$ cat src/hw/rtl/jpeg_marker_stream_checker_defines.svh
// ----------------------------------------------------------------------------
// JPEG marker stream checker assertion macros
// Clocked on clk_i and disabled while rst_ni is low.
// ----------------------------------------------------------------------------
`ifndef JPEG_MARKER_STREAM_CHECKER_DEFINES_SVH
`define JPEG_MARKER_STREAM_CHECKER_DEFINES_SVH

`ifndef NO_ASSERTIONS

// Property must hold at every clock edge outside reset.
`define JMSC_ASSERT(lbl, prop) \
  lbl: assert property (@(posedge clk_i) disable iff (!rst_ni) (prop)) \
    else $error("jmsc assertion failed");

// Condition must never be seen outside reset.
`define JMSC_ASSERT_NEVER(lbl, cond) \
  lbl: assert property (@(posedge clk_i) disable iff (!rst_ni) !(cond)) \
    else $error("jmsc forbidden condition seen");

`else

`define JMSC_ASSERT(lbl, prop)
`define JMSC_ASSERT_NEVER(lbl, cond)

`endif

`endif

$ cat src/hw/rtl/jmsc_pkg.sv
`timescale 1ns / 1ps
// ----------------------------------------------------------------------------
// jmsc_pkg
// Shared codes and types of the JPEG marker stream checker.
// ----------------------------------------------------------------------------
package jmsc_pkg;

  // Marker bytes
  localparam logic [7:0] MARKER_PREFIX = 8'hFF;
  localparam logic [7:0] CODE_ZERO     = 8'h00;
  localparam logic [7:0] CODE_TEM      = 8'h01;
  localparam logic [7:0] CODE_RST0     = 8'hD0;
  localparam logic [7:0] CODE_RST7     = 8'hD7;
  localparam logic [7:0] CODE_SOI      = 8'hD8;
  localparam logic [7:0] CODE_EOI      = 8'hD9;
  localparam logic [7:0] CODE_SOS      = 8'hDA;

  localparam logic [15:0] SEG_LEN_HDR  = 16'd2;

  typedef enum logic [1:0] {
    VERDICT_GOOD  = 2'd0,
    VERDICT_BAD   = 2'd1,
    VERDICT_SHORT = 2'd2,
    VERDICT_EXTRA = 2'd3
  } verdict_e;

  typedef struct packed {
    logic     valid;
    verdict_e verdict;
  } jmsc_res_t;

endpackage

$ cat src/hw/rtl/jmsc_core.sv
`timescale 1ns / 1ps
// ----------------------------------------------------------------------------
// jmsc_core
// Marker parser state and per-word update; gives at most one verdict per file.
// ----------------------------------------------------------------------------
`include "jpeg_marker_stream_checker_defines.svh"

module jmsc_core (
  input  logic               clk_i,
  input  logic               rst_ni,
  input  logic               step_i,
  input  logic [7:0]         byte_i,
  input  logic               last_i,
  output jmsc_pkg::jmsc_res_t res_o
);

  localparam logic [2:0] PH_PREFIX  = 3'd0;
  localparam logic [2:0] PH_CODE    = 3'd1;
  localparam logic [2:0] PH_LEN_HI  = 3'd2;
  localparam logic [2:0] PH_LEN_LO  = 3'd3;
  localparam logic [2:0] PH_SKIP    = 3'd4;
  localparam logic [2:0] PH_ENTROPY = 3'd5;
  localparam logic [2:0] PH_ENT_FF  = 3'd6;
  localparam logic [2:0] PH_PAD     = 3'd7;

  logic [2:0]  phase_q, phase_d;
  logic [15:0] skip_q, skip_d;
  logic [7:0]  len_hi_q, len_hi_d;
  logic        ent_q, ent_d;
  logic        given_q, given_d;

  logic        do_code;
  logic        is_rst;
  logic [15:0] seg_len;
  jmsc_pkg::jmsc_res_t res;

  assign is_rst  = byte_i inside {[jmsc_pkg::CODE_RST0 : jmsc_pkg::CODE_RST7]};
  assign seg_len = {len_hi_q, byte_i};

  always_comb begin
    phase_d     = phase_q;
    skip_d      = skip_q;
    len_hi_d    = len_hi_q;
    ent_d       = ent_q;
    do_code     = 1'b0;
    res.valid   = 1'b0;
    res.verdict = jmsc_pkg::VERDICT_BAD;

    case (phase_q)
      PH_PREFIX: begin
        if (byte_i != jmsc_pkg::MARKER_PREFIX) begin
          res.valid = 1'b1;
        end else begin
          phase_d = PH_CODE;
        end
      end
      PH_CODE: begin
        do_code = 1'b1;
      end
      PH_LEN_HI: begin
        len_hi_d = byte_i;
        phase_d  = PH_LEN_LO;
      end
      PH_LEN_LO: begin
        if (seg_len > jmsc_pkg::SEG_LEN_HDR) begin
          skip_d  = seg_len - jmsc_pkg::SEG_LEN_HDR;
          phase_d = PH_SKIP;
        end else begin
          phase_d = ent_q ? PH_ENTROPY : PH_PREFIX;
        end
      end
      PH_SKIP: begin
        skip_d = skip_q - 16'd1;
        if (skip_q == 16'd1) begin
          phase_d = ent_q ? PH_ENTROPY : PH_PREFIX;
        end
      end
      PH_ENTROPY: begin
        if (byte_i == jmsc_pkg::MARKER_PREFIX) begin
          phase_d = PH_ENT_FF;
        end
      end
      PH_ENT_FF: begin
        // stuffed zero and restart markers stay inside the scan
        if (byte_i == jmsc_pkg::CODE_ZERO || is_rst) begin
          phase_d = PH_ENTROPY;
        end else if (byte_i == jmsc_pkg::MARKER_PREFIX) begin
          phase_d = PH_PAD;
        end else begin
          do_code = 1'b1;
        end
      end
      PH_PAD: begin
        if (byte_i != jmsc_pkg::MARKER_PREFIX) begin
          do_code = 1'b1;
        end
      end
      default: begin
        phase_d = PH_PREFIX;
      end
    endcase

    if (do_code) begin
      if (byte_i == jmsc_pkg::CODE_ZERO || is_rst) begin
        res.valid = 1'b1;
      end else if (byte_i == jmsc_pkg::CODE_EOI) begin
        res.valid   = 1'b1;
        res.verdict = last_i ? jmsc_pkg::VERDICT_GOOD : jmsc_pkg::VERDICT_EXTRA;
      end else if (byte_i == jmsc_pkg::CODE_SOI || byte_i == jmsc_pkg::CODE_TEM) begin
        phase_d = PH_PREFIX;
      end else begin
        ent_d   = (byte_i == jmsc_pkg::CODE_SOS);
        phase_d = PH_LEN_HI;
      end
    end

    if (!res.valid && last_i) begin
      res.valid   = 1'b1;
      res.verdict = jmsc_pkg::VERDICT_SHORT;
    end

    // after a verdict, hold everything until the file ends
    if (given_q) begin
      phase_d   = phase_q;
      skip_d    = skip_q;
      len_hi_d  = len_hi_q;
      ent_d     = ent_q;
      res.valid = 1'b0;
    end
    given_d = given_q | res.valid;

    if (last_i) begin
      phase_d  = PH_PREFIX;
      skip_d   = '0;
      len_hi_d = '0;
      ent_d    = 1'b0;
      given_d  = 1'b0;
    end
  end

  assign res_o = res;

  always_ff @(posedge clk_i or negedge rst_ni) begin
    if (!rst_ni) begin
      phase_q  <= PH_PREFIX;
      skip_q   <= '0;
      len_hi_q <= '0;
      ent_q    <= 1'b0;
      given_q  <= 1'b0;
    end else if (step_i) begin
      phase_q  <= phase_d;
      skip_q   <= skip_d;
      len_hi_q <= len_hi_d;
      ent_q    <= ent_d;
      given_q  <= given_d;
    end
  end

  `JMSC_ASSERT(a_last_restarts, step_i && last_i |=> phase_q == PH_PREFIX && !given_q)
  `JMSC_ASSERT(a_last_gives_once, step_i && last_i && !given_q |-> res_o.valid)
  `JMSC_ASSERT_NEVER(a_skip_nonzero, phase_q == PH_SKIP && skip_q == 16'd0)
  `JMSC_ASSERT_NEVER(a_no_second_verdict, given_q && res_o.valid)

endmodule

$ cat config.mk
export PLATFORM = sky130hd
export DESIGN_NAME = jmsc_core
export DESIGN_NICKNAME = d
export VERILOG_FILES = /design/src/hw/rtl/jmsc_pkg.sv /design/src/hw/rtl/jmsc_core.sv
export VERILOG_INCLUDE_DIRS = /design/src /design/src/hw/rtl
export SDC_FILE = /design/constraint.sdc
export NUM_CORES = 1
export LEC_CHECK = 0
export BUFFER_PORTS_ARGS = -buffer_cell sky130_fd_sc_hd__buf_2
export CORE_ASPECT_RATIO = 0.6
export CORE_MARGIN = 8
export CORE_UTILIZATION = 43
export DETAILED_ROUTE_END_ITERATION = 10
export GPL_ROUTABILITY_DRIVEN = 0
export GPL_TIMING_DRIVEN = 0
export PLACE_DENSITY = 0.56
export SYNTH_ARGS = -nofsm -noshare
export SYNTH_HDL_FRONTEND = slang
export SYNTH_SLANG_ARGS = --single-unit
$ cat constraint.sdc
create_clock -name clk_i -period 3.8 [get_ports clk_i]
set_input_delay 0.76 -clock clk_i [delete_from_list [all_inputs] [get_ports clk_i]]
set_output_delay 0.76 -clock clk_i [all_outputs]
set_load 0.05 [all_outputs]
==> results.txt, run 1 <==
Number of global-route vias before repair = 1989
R2R Setup Slk = 1.45 ns
Pwr Total = 906 µW
PortBufs = 12
CP startpoint = byte_i[4]
ANT cells = 0
Synth Warn # = 0
R2R cell count = 9
Pwr/cell area = 356 nW/µm²
Synthesized area = 2320 µm²
Pin count of the biggest net entering global routing = 30
Endpoints failing setup = 0
Max IR drop VDD = 0.000155 V
GR met2 Demand/Resource = 21.2%
CTS Sinks = 29
Flop pwr share = 38.5%
Wirelength per Cell = 18.4 µm
Max cap viols = 0
Most used cell, CP = buf_2
Cell family with most CP delay = buffers and inverters
Critical Path End Type = output pin
Post-Synthesis Cells = 271
Area leader, netlist = dfrtp_1
R2R Path Start = skip_q[0]$_DFFE_PN0P_
Worst Tran Pin Value = 0.888 ns
First-pass GRT wire length = 10900 µm
Arr. time, crit path = 2.44 ns
Predominant post-synthesis flop cell = dfrtp_1
Clk Latency, worst-skew pair = 0.29 ns
Drt first pass iters = 4
R2r endpoint = skip_q[10]$_DFFE_PN0P_
Cts hold-fix bufs = 0
P_leak = 1.10 nW
Crit path launch type = primary input
Post-synthesis sequential area ratio = 31.3%
Post-CTS sizing = 0
RSZ-0062 raised after global routing = false
Int Pwr = 570 µW
Critical Path Stages = 8
GR peak layer = met1
Worst EP required = 3.04 ns
Relative slew margins = 40.3%
GRT Total Usage = 16.8%
Clock Path Buffers = 2
Sw frac = 37.1%
Via Count = 2145
CTS buffer count = 5
DRC errors left = 0
Async SR Flop Fraction = 100%
DP HPWL = 4920 µm
Post-Syn Nets = 287
Buf/Inv on CP = 3
Crit path kind = in -> out
Starting Density = 45.1%
Crit-path max FO = 7
Crit path to = res_o[1]
Met1 usage = 26.5%
Drt via density = 6.03
Period utilization = 84.2%
Die Area = 8070 µm²
Sw power = 337 µW
EDFF count, synth = 0
Die height = 72.8 µm
Clock transition at the registers of the reported paths = 0.06 ns
Postcts setup bufs = 0
Setup TNS = 0 ns
Grt ovf = 0
Final hold violation count = 0
Share of layout cells above drive strength 1 = 17.2%
Minimum clock period = 3.20 ns
HP Class = reg -> reg
Register bit total from synthesis = 29
Top post-synthesis cells by area = dfrtp_1 (31%), nand2_1 (6.2%), a22o_1 (6.1%), o21ai_0 (5.0%), nor2_1 (2.9%)
Slowest CP cell = mux2_2
H-Tree Depth = 2
Core box area = 5130 µm²
GR Util met3 = 3.94%
Comb power frac = 32.2%
CTS tree = done
Routed WL = 6550 µm
Setup Skew = 0.0113 ns
Slew Limit Fails = 0
Clock share of power = 29.3%
Antenna Nets Post-Route = 0
Nets = 306
Die W = 111 µm
Top cell type's share of synthesized area = 31.3%
IO Count = 15
Synth cell count leaders = nand2_1 (38), dfrtp_1 (29), o21ai_0 (23)
# rows = 20
Initial DRC Count = 155
CP cell instances = buf_2 > and4_1 > buf_2 > nand3_1 > a31oi_1 > o21ai_0 > mux2_2 > buf_2
Count leader, synth = nand2_1
Netlist cell types = 61
Fill cell count = 506
Area grow syn2layout = 9.89%
Initial antenna violation count = 0
Root Driver = clkbuf_8
Syn Area/Cell = 8.55 µm²
Status = finished clean
Max stage delay on crit path = 0.30 ns
Fmax = 313 MHz
registers in the layout, summed over array words and instances, names as in the netlist:
signal and flops:
skip_q 16, len_hi_q 8, phase_q 3, ent_q 1, given_q 1
stage by stage:
step / util, % / setup WS (ns) / hold slack, ns / instance area [µm²] / instances
2_1_floorplan: - / 0.183 / 0.464 / 2320 / 271
3_3_place_gp: 47.9 / 0.645 / 0.493 / 2460 / 349
3_5_place_dp: 47.9 / 0.644 / 0.493 / 2460 / 349
4_1_cts: 49.6 / 0.634 / 0.507 / 2540 / 356
5_1_grt: 49.6 / 0.477 / 0.526 / 2540 / 356
6_report: 49.6 / 0.601 / 0.502 / 2540 / 356
routing by layer:
layer  vias up  wire, µm  share of wire, %
li1       1054         -                 -
met1      1027      3720                57
met2        57      2450                37
met3         7       333               5.1
met4         0        47              0.72
met5         -         0                 0
power by group through the flow:
stage | Sequential [mW] | Combinational, mW | Clock [mW]
floorplan | 0.348 | 0.211 | 0
global placement | 0.355 | 0.287 | 0
detailed placement | 0.354 | 0.287 | 0
CTS | 0.348 | 0.289 | 0.267
global route | 0.351 | 0.321 | 0.282
finish | 0.349 | 0.291 | 0.266
kinds of logic after synthesis:
group,synth area share [%]
muxes,0.486
buffers and inverters,5.94
xor gates and xnor gates,4.92
adders and majority gates,2.16
and+or+nand+nor,27.6
AOI/OAI and AO/OA,27.6
DFF,31.3
cell type report:
cell class | instances | area (µm²) | share of cell area, %
Multi-Input combinational cell | 216 | 1450 | 57.1
Sequential cell | 29 | 726 | 28.5
Buffer | 15 | 96.3 | 3.79
Clock buffer | 7 | 86.3 | 3.39
Tap cell | 66 | 82.6 | 3.24
Timing Repair Buffer | 12 | 60.1 | 2.36
Inverter | 11 | 41.3 | 1.62
how the worst min path moves through the flow:
| stage | start | end | slack (ns) | depth (start not counted) |
|---|---|---|---|---|
| 2_1_floorplan | rst_ni | ent_q$_DFFE_PN0P_ | 0.46 | 0 |
| 3_3_place_gp | skip_q[11]$_DFFE_PN0P_ | skip_q[11]$_DFFE_PN0P_ | 0.49 | 1 |
| 3_5_place_dp | skip_q[11]$_DFFE_PN0P_ | skip_q[11]$_DFFE_PN0P_ | 0.49 | 1 |
| 4_1_cts | skip_q[11]$_DFFE_PN0P_ | skip_q[11]$_DFFE_PN0P_ | 0.51 | 1 |
| 5_1_grt | skip_q[11]$_DFFE_PN0P_ | skip_q[11]$_DFFE_PN0P_ | 0.53 | 1 |
| 6_report | skip_q[11]$_DFFE_PN0P_ | skip_q[11]$_DFFE_PN0P_ | 0.50 | 1 |
layout by cell type (no fill, tap or decap), drive strengths merged, types with 2 or more instances in the layout:
| master | n |
|---|---|
| nor4 | 9 |
| a211o | 2 |
| a32o | 4 |
| nand3b | 4 |
| a21oi | 13 |
| nor3 | 9 |
| o22ai | 2 |
| buf | 22 |
| a31oi | 3 |
| nor3b | 2 |
| or3b | 2 |
| a22o | 16 |
| nand4b | 2 |
| nand3 | 4 |
| o31ai | 5 |
| xor2 | 7 |
| or3 | 6 |
| and4 | 2 |
| inv | 11 |
| ha | 4 |
| clkbuf | 12 |
| nand2b | 3 |
| xnor2 | 6 |
| nor2 | 19 |
| dfrtp | 29 |
| and3 | 3 |
| o21ai | 29 |
| nand4 | 3 |
| nand2 | 40 |
| o32ai | 2 |
Note: power is estimated with default switching activity, not from simulation.
==> run 2, diff against run 1 <==
--- a/config.mk
+++ b/config.mk
@@ -13,7 +13,7 @@
 export DETAILED_ROUTE_END_ITERATION = 10
 export GPL_ROUTABILITY_DRIVEN = 0
 export GPL_TIMING_DRIVEN = 0
-export PLACE_DENSITY = 0.56
+export PLACE_DENSITY = 0.58
 export SYNTH_ARGS = -nofsm -noshare
 export SYNTH_HDL_FRONTEND = slang
 export SYNTH_SLANG_ARGS = --single-unit
==> constraint.sdc (replaced) <==
create_clock -name clk_i -period 2.6 [get_ports clk_i]
set_input_delay 0.52 -clock clk_i [delete_from_list [all_inputs] [get_ports clk_i]]
set_output_delay 0.52 -clock clk_i [all_outputs]
set_load 0.05 [all_outputs]
==> run 2 against run 1 <==
Net effect:
- sequential power increased by 47%
- global-route usage decreased by 0.35 points
- non-clock buffer count increased by 2
- clock power increased by 60%
- clock skew decreased by 0.0036 ns
- setup slack got worse by 0.51 ns
- critical path type unchanged
- largest power group unchanged
==> results.txt, run 2 (synthesis gave the netlist of run 1 again) <==
Crit-path max FO = 7
Starting Density = 45.1%
Regs by FF count = skip_q: 16 flops, len_hi_q: 8 flops, phase_q: 3 flops
Placed Area = 2460 µm²
Max IR drop VDD = 0.000226 V
Fmax = 398 MHz
Util after Layout = 51.2%
Worst EP required = 2.08 ns
Wirelength per Cell = 18.5 µm
Fill cell count = 501
Routed WL = 6630 µm
Arr. time, crit path = 1.99 ns
IO Count = 15
Most frequent cells in the layout = nand2_1 (38), dfrtp_1 (29), o21ai_0 (21)
R2r endpoint = skip_q[10]$_DFFE_PN0P_
RSZ-0062 raised after global routing = false
Max cap viols = 0
CP startpoint = byte_i[1]
Clock transition at the registers of the reported paths = 0.07 ns
H-Tree Depth = 2
Die Area = 8070 µm²
Largest register FFs = 16
Number of global-route vias before repair = 1943
Area of the multi-input gates = 1500 µm²
Worst Hold Margin = 0.265 ns
Critical Path End Type = output pin
Crit path launch type = primary input
Initial antenna violation count = 0
Minimum clock period = 2.51 ns
Pwr Total = 1.38 mW
R2R cell count = 9
R2R Path Start = skip_q[0]$_DFFE_PN0P_
Die W = 111 µm
HP Class = in -> async
Clk Latency, worst-skew pair = 0.29 ns
Reg with most FFs = skip_q
Area grow syn2layout = 13.5%
Final hold violation count = 0
First-pass GRT wire length = 10600 µm
CTS buffer count = 5
DP HPWL = 4970 µm
P_leak = 1.12 nW
Drt via density = 6.06
Pin count of the biggest net entering global routing = 30
Reg area = 726 µm²
Worst Tran Pin Value = 0.969 ns
Crit path kind = in -> out
R2R Setup Slk = 0.24 ns
Clock Path Buffers = 2
DRC errors left = 0
Slew Limit Fails = 0
Root Driver = clkbuf_8
GRT Total Usage = 16.4%
Die height = 72.8 µm
Pwr/cell area = 526 nW/µm²
Via Count = 2175
Drt first pass iters = 5
Endpoints failing setup = 0
Antenna Nets Post-Route = 0
Grt ovf = 0
Core box area = 5130 µm²
ANT cells = 0
PortBufs = 12
Relative slew margins = 34.8%
Cts hold-fix bufs = 0
Share of layout cells above drive strength 1 = 21.2%
Nets = 308
Status = finished clean
CTS tree = done
Period utilization = 96.6%
Initial DRC Count = 193
# rows = 20
Most common cell after layout, fill and taps aside = nand2_1
Setup Skew = 0.00763 ns
Final instance area = 2630 µm²
CTS Sinks = 29
[run 2: area by class of cell]
| class | count | area share, % |
|---|---|---|
| Timing Repair Buffer | 14 | 3.19 |
| Clock buffer | 7 | 3.67 |
| Clock inverter | 1 | 0.190 |
| Inverter | 11 | 1.57 |
| Multi-Input combinational cell | 216 | 57.0 |
| Tap cell | 66 | 3.14 |
| Buffer | 15 | 3.67 |
| Sequential cell | 29 | 27.6 |
[run 2: repair_timing]
item                                    in CTS  in global routing
endpoints found under the setup margin       3                  3
pin swaps                                    1                  2
resized for setup                            3                 10
buffers inserted                             2                  0
[run 2: routing by layer]
layer	part of all wire, %	up-vias	global-route usage [%]
li1	-	1042	-
met1	52	1053	25.6
met2	39	76	21.4
met3	8.2	4	3.94
met4	0.36	0	3.13
met5	0	-	0
[run 2: worst max-delay path by stage]
stage,to,slack (ns)
floorplan,res_o[0],-0.19
global placement,res_o[1],-0.20
detailed placement,res_o[1],-0.15
CTS,res_o[1],0.03
global route,res_o[1],0.03
finish,res_o[1],0.09
[run 2: power breakdown]
group | total, mW | leakage [nW] | switching [mW] | internal (mW)
logic | 0.445 | 0.670 | 0.289 | 0.156
registers | 0.512 | 0.397 | 0.0353 | 0.477
clock network | 0.425 | 0.0542 | 0.186 | 0.239
total | 1.38 | 1.12 | 0.511 | 0.872
[run 2: stage by stage]
| stage | TNS [ns] | instances | worst slack (ns) |
|---|---|---|---|
| 2_1_floorplan | -0.193 | 271 | -0.193 |
| 3_3_place_gp | -0.339 | 349 | -0.198 |
| 3_5_place_dp | -0.263 | 349 | -0.149 |
| 4_1_cts | 0 | 359 | 0.0269 |
| 5_1_grt | 0 | 359 | 0.0311 |
| 6_report | 0 | 359 | 0.0891 |
[run 2: worst max-delay path: stages]
cell	delay [ns]
buf_2	0.15
nor4_2	0.30
a32oi_2	0.21
buf_4	0.18
o21ai_2	0.10
nor2_1	0.09
mux2_2	0.28
buf_6	0.15
==> run 3, diff against run 2 <==
--- a/config.mk
+++ b/config.mk
@@ -10,10 +10,12 @@
 export CORE_ASPECT_RATIO = 0.6
 export CORE_MARGIN = 8
 export CORE_UTILIZATION = 43
+export CTS_CLUSTER_DIAMETER = 100
 export DETAILED_ROUTE_END_ITERATION = 10
 export GPL_ROUTABILITY_DRIVEN = 0
 export GPL_TIMING_DRIVEN = 0
 export PLACE_DENSITY = 0.58
+export RECOVER_POWER = 50
 export SYNTH_ARGS = -nofsm -noshare
 export SYNTH_HDL_FRONTEND = slang
 export SYNTH_SLANG_ARGS = --single-unit
==> run 3 against run 2 <==
Net effect:
- the flow now finishes with violations (capacitance limit, slew limit)
- highest routed layer unchanged
- wire length is essentially flat
- flip-flop and latch count is the same
- first-iteration DRC count is the same
==> results.txt, run 3 (synthesis gave the netlist of run 1 again) <==
Die Area = 8070 µm²
GRT Total Usage = 16.4%
Relative slew margins = -7.00%
Regs by FF count = skip_q: 16 flops, len_hi_q: 8 flops, phase_q: 3 flops
# rows = 20
H-Tree Depth = 2
Layout Cells excl Fill = 359
Final worst-path setup slack = 0.0891 ns
Antenna Nets Post-Route = 0
Root Driver = clkbuf_8
Most frequent cells in the layout = nand2_1 (38), dfrtp_1 (29), o21ai_0 (21)
DP Cell Count = 349
Reg area = 726 µm²
CTS tree = done
Drt first pass iters = 5
Dpl ws = -0.149 ns
Clock Path Buffers = 2
Die height = 72.8 µm
First-pass GRT wire length = 10600 µm
PortBufs = 12
Initial DRC Count = 193
Final hold violation count = 0
Core box area = 5130 µm²
Grt ovf = 0
Number of global-route vias before repair = 1943
Via Count = 2169
DP HPWL = 4970 µm
Crit path kind = in -> out
Period utilization = 96.6%
Setup TNS = 0 ns
Routed WL = 6640 µm
Slew Limit Fails = 30
Setup Skew = 0.00763 ns
Endpoints failing setup = 0
Fill cell count = 501
IO Count = 15
CTS buffer count = 5
Area grow syn2layout = 13.4%
Clock transition at the registers of the reported paths = 0.07 ns
Cts hold-fix bufs = 0
Arr. time, crit path = 1.99 ns
Crit path launch type = primary input
Drt via density = 6.04
Worst Tran Pin Value = 1.60 ns
Failing checks = capacitance limit, slew limit
Critical Path End Type = output pin
Wirelength per Cell = 18.5 µm
Pin count of the biggest net entering global routing = 30
Starting Density = 45.1%
Nets = 308
Area of the multi-input gates = 1500 µm²
P_leak = 1.12 nW
ANT cells = 0
Crit-path max FO = 7
Minimum clock period = 2.51 ns
Initial antenna violation count = 0
Reg with most FFs = skip_q
Share of layout cells above drive strength 1 = 20.8%
RSZ-0062 raised after global routing = false
Max IR drop VDD = 0.000226 V
Clk Latency, worst-skew pair = 0.29 ns
CTS Sinks = 29
Max cap viols = 1
Most common cell after layout, fill and taps aside = nand2_1
DRC errors left = 0
Fmax = 398 MHz
HP Class = reg -> reg
Die W = 111 µm
Status = finished, violations left
Pwr/cell area = 526 nW/µm²
Largest register FFs = 16
Worst EP required = 2.08 ns
-- run 3: cell types whose count changed in the layout (fill, tap and decap cells not counted) --
| cell | change |
|---|---|
| clkbuf_1 | +1 |
| buf_2 | -1 |
-- run 3: final cells by class --
class | count | share of cell area, %
timing repair buffer | 14 | 3.14
inverter | 11 | 1.57
multi-input combinational | 216 | 57.0
tap | 66 | 3.14
buffer | 15 | 3.67
clock buffer | 7 | 3.67
sequential | 29 | 27.6
clock inverter | 1 | 0.191
-- run 3: path summary, 6_finish.rpt --
path | start | end | slack, ns | cells past startpoint
max in group asynchronous | rst_ni | phase_q[2]$_DFFE_PN0P_ | 1.04 | 1
worst min-delay path | skip_q[11]$_DFFE_PN0P_ | skip_q[11]$_DFFE_PN0P_ | 0.50 | 1
worst max-delay path | byte_i[1] | res_o[1] | 0.09 | 8
min in group asynchronous | rst_ni | skip_q[12]$_DFFE_PN0P_ | 0.63 | 1
worst min register to register | skip_q[11]$_DFFE_PN0P_ | skip_q[11]$_DFFE_PN0P_ | 0.50 | 1
worst max register to register | skip_q[0]$_DFFE_PN0P_ | skip_q[10]$_DFFE_PN0P_ | 0.23 | 9
-- run 3: layer usage --
layer	vias up	track usage (%)	share of wire, %
li1	1042	-	-
met1	1049	25.6	53
met2	74	21.4	39
met3	4	3.94	7.9
met4	0	3.13	0.36
met5	-	0	0
-- run 3: stage by stage --
stage	hold WS (ns)	cell area [µm²]	util (%)	power [mW]
after detailed placement	0.485	2460	48.0	0.942
after global routing	0.527	2630	51.2	1.45
after global placement	0.480	2460	48.0	0.937
final	0.501	2630	51.2	1.38
after floorplan	0.224	2320	-	0.821
after CTS	0.293	2590	50.4	1.37
-- run 3: timing repair --
item	4_1_cts	5_1_grt
setup buffers	2	0
resized for setup	3	10
pin swaps	1	2
setup endpoints to repair	3	3
-- run 3: where the power goes --
group | total [mW] | internal (mW) | switching, mW
Combinational | 0.445 | 0.156 | 0.289
Sequential | 0.512 | 0.477 | 0.0353
Clock | 0.426 | 0.239 | 0.187
-- run 3: worst max-delay path, cell delays in order --
cell and delay, ns:
buf_2 0.15, nor4_2 0.30, a32oi_2 0.21, buf_4 0.18, o21ai_2 0.10, nor2_1 0.09, mux2_2 0.28, buf_6 0.15
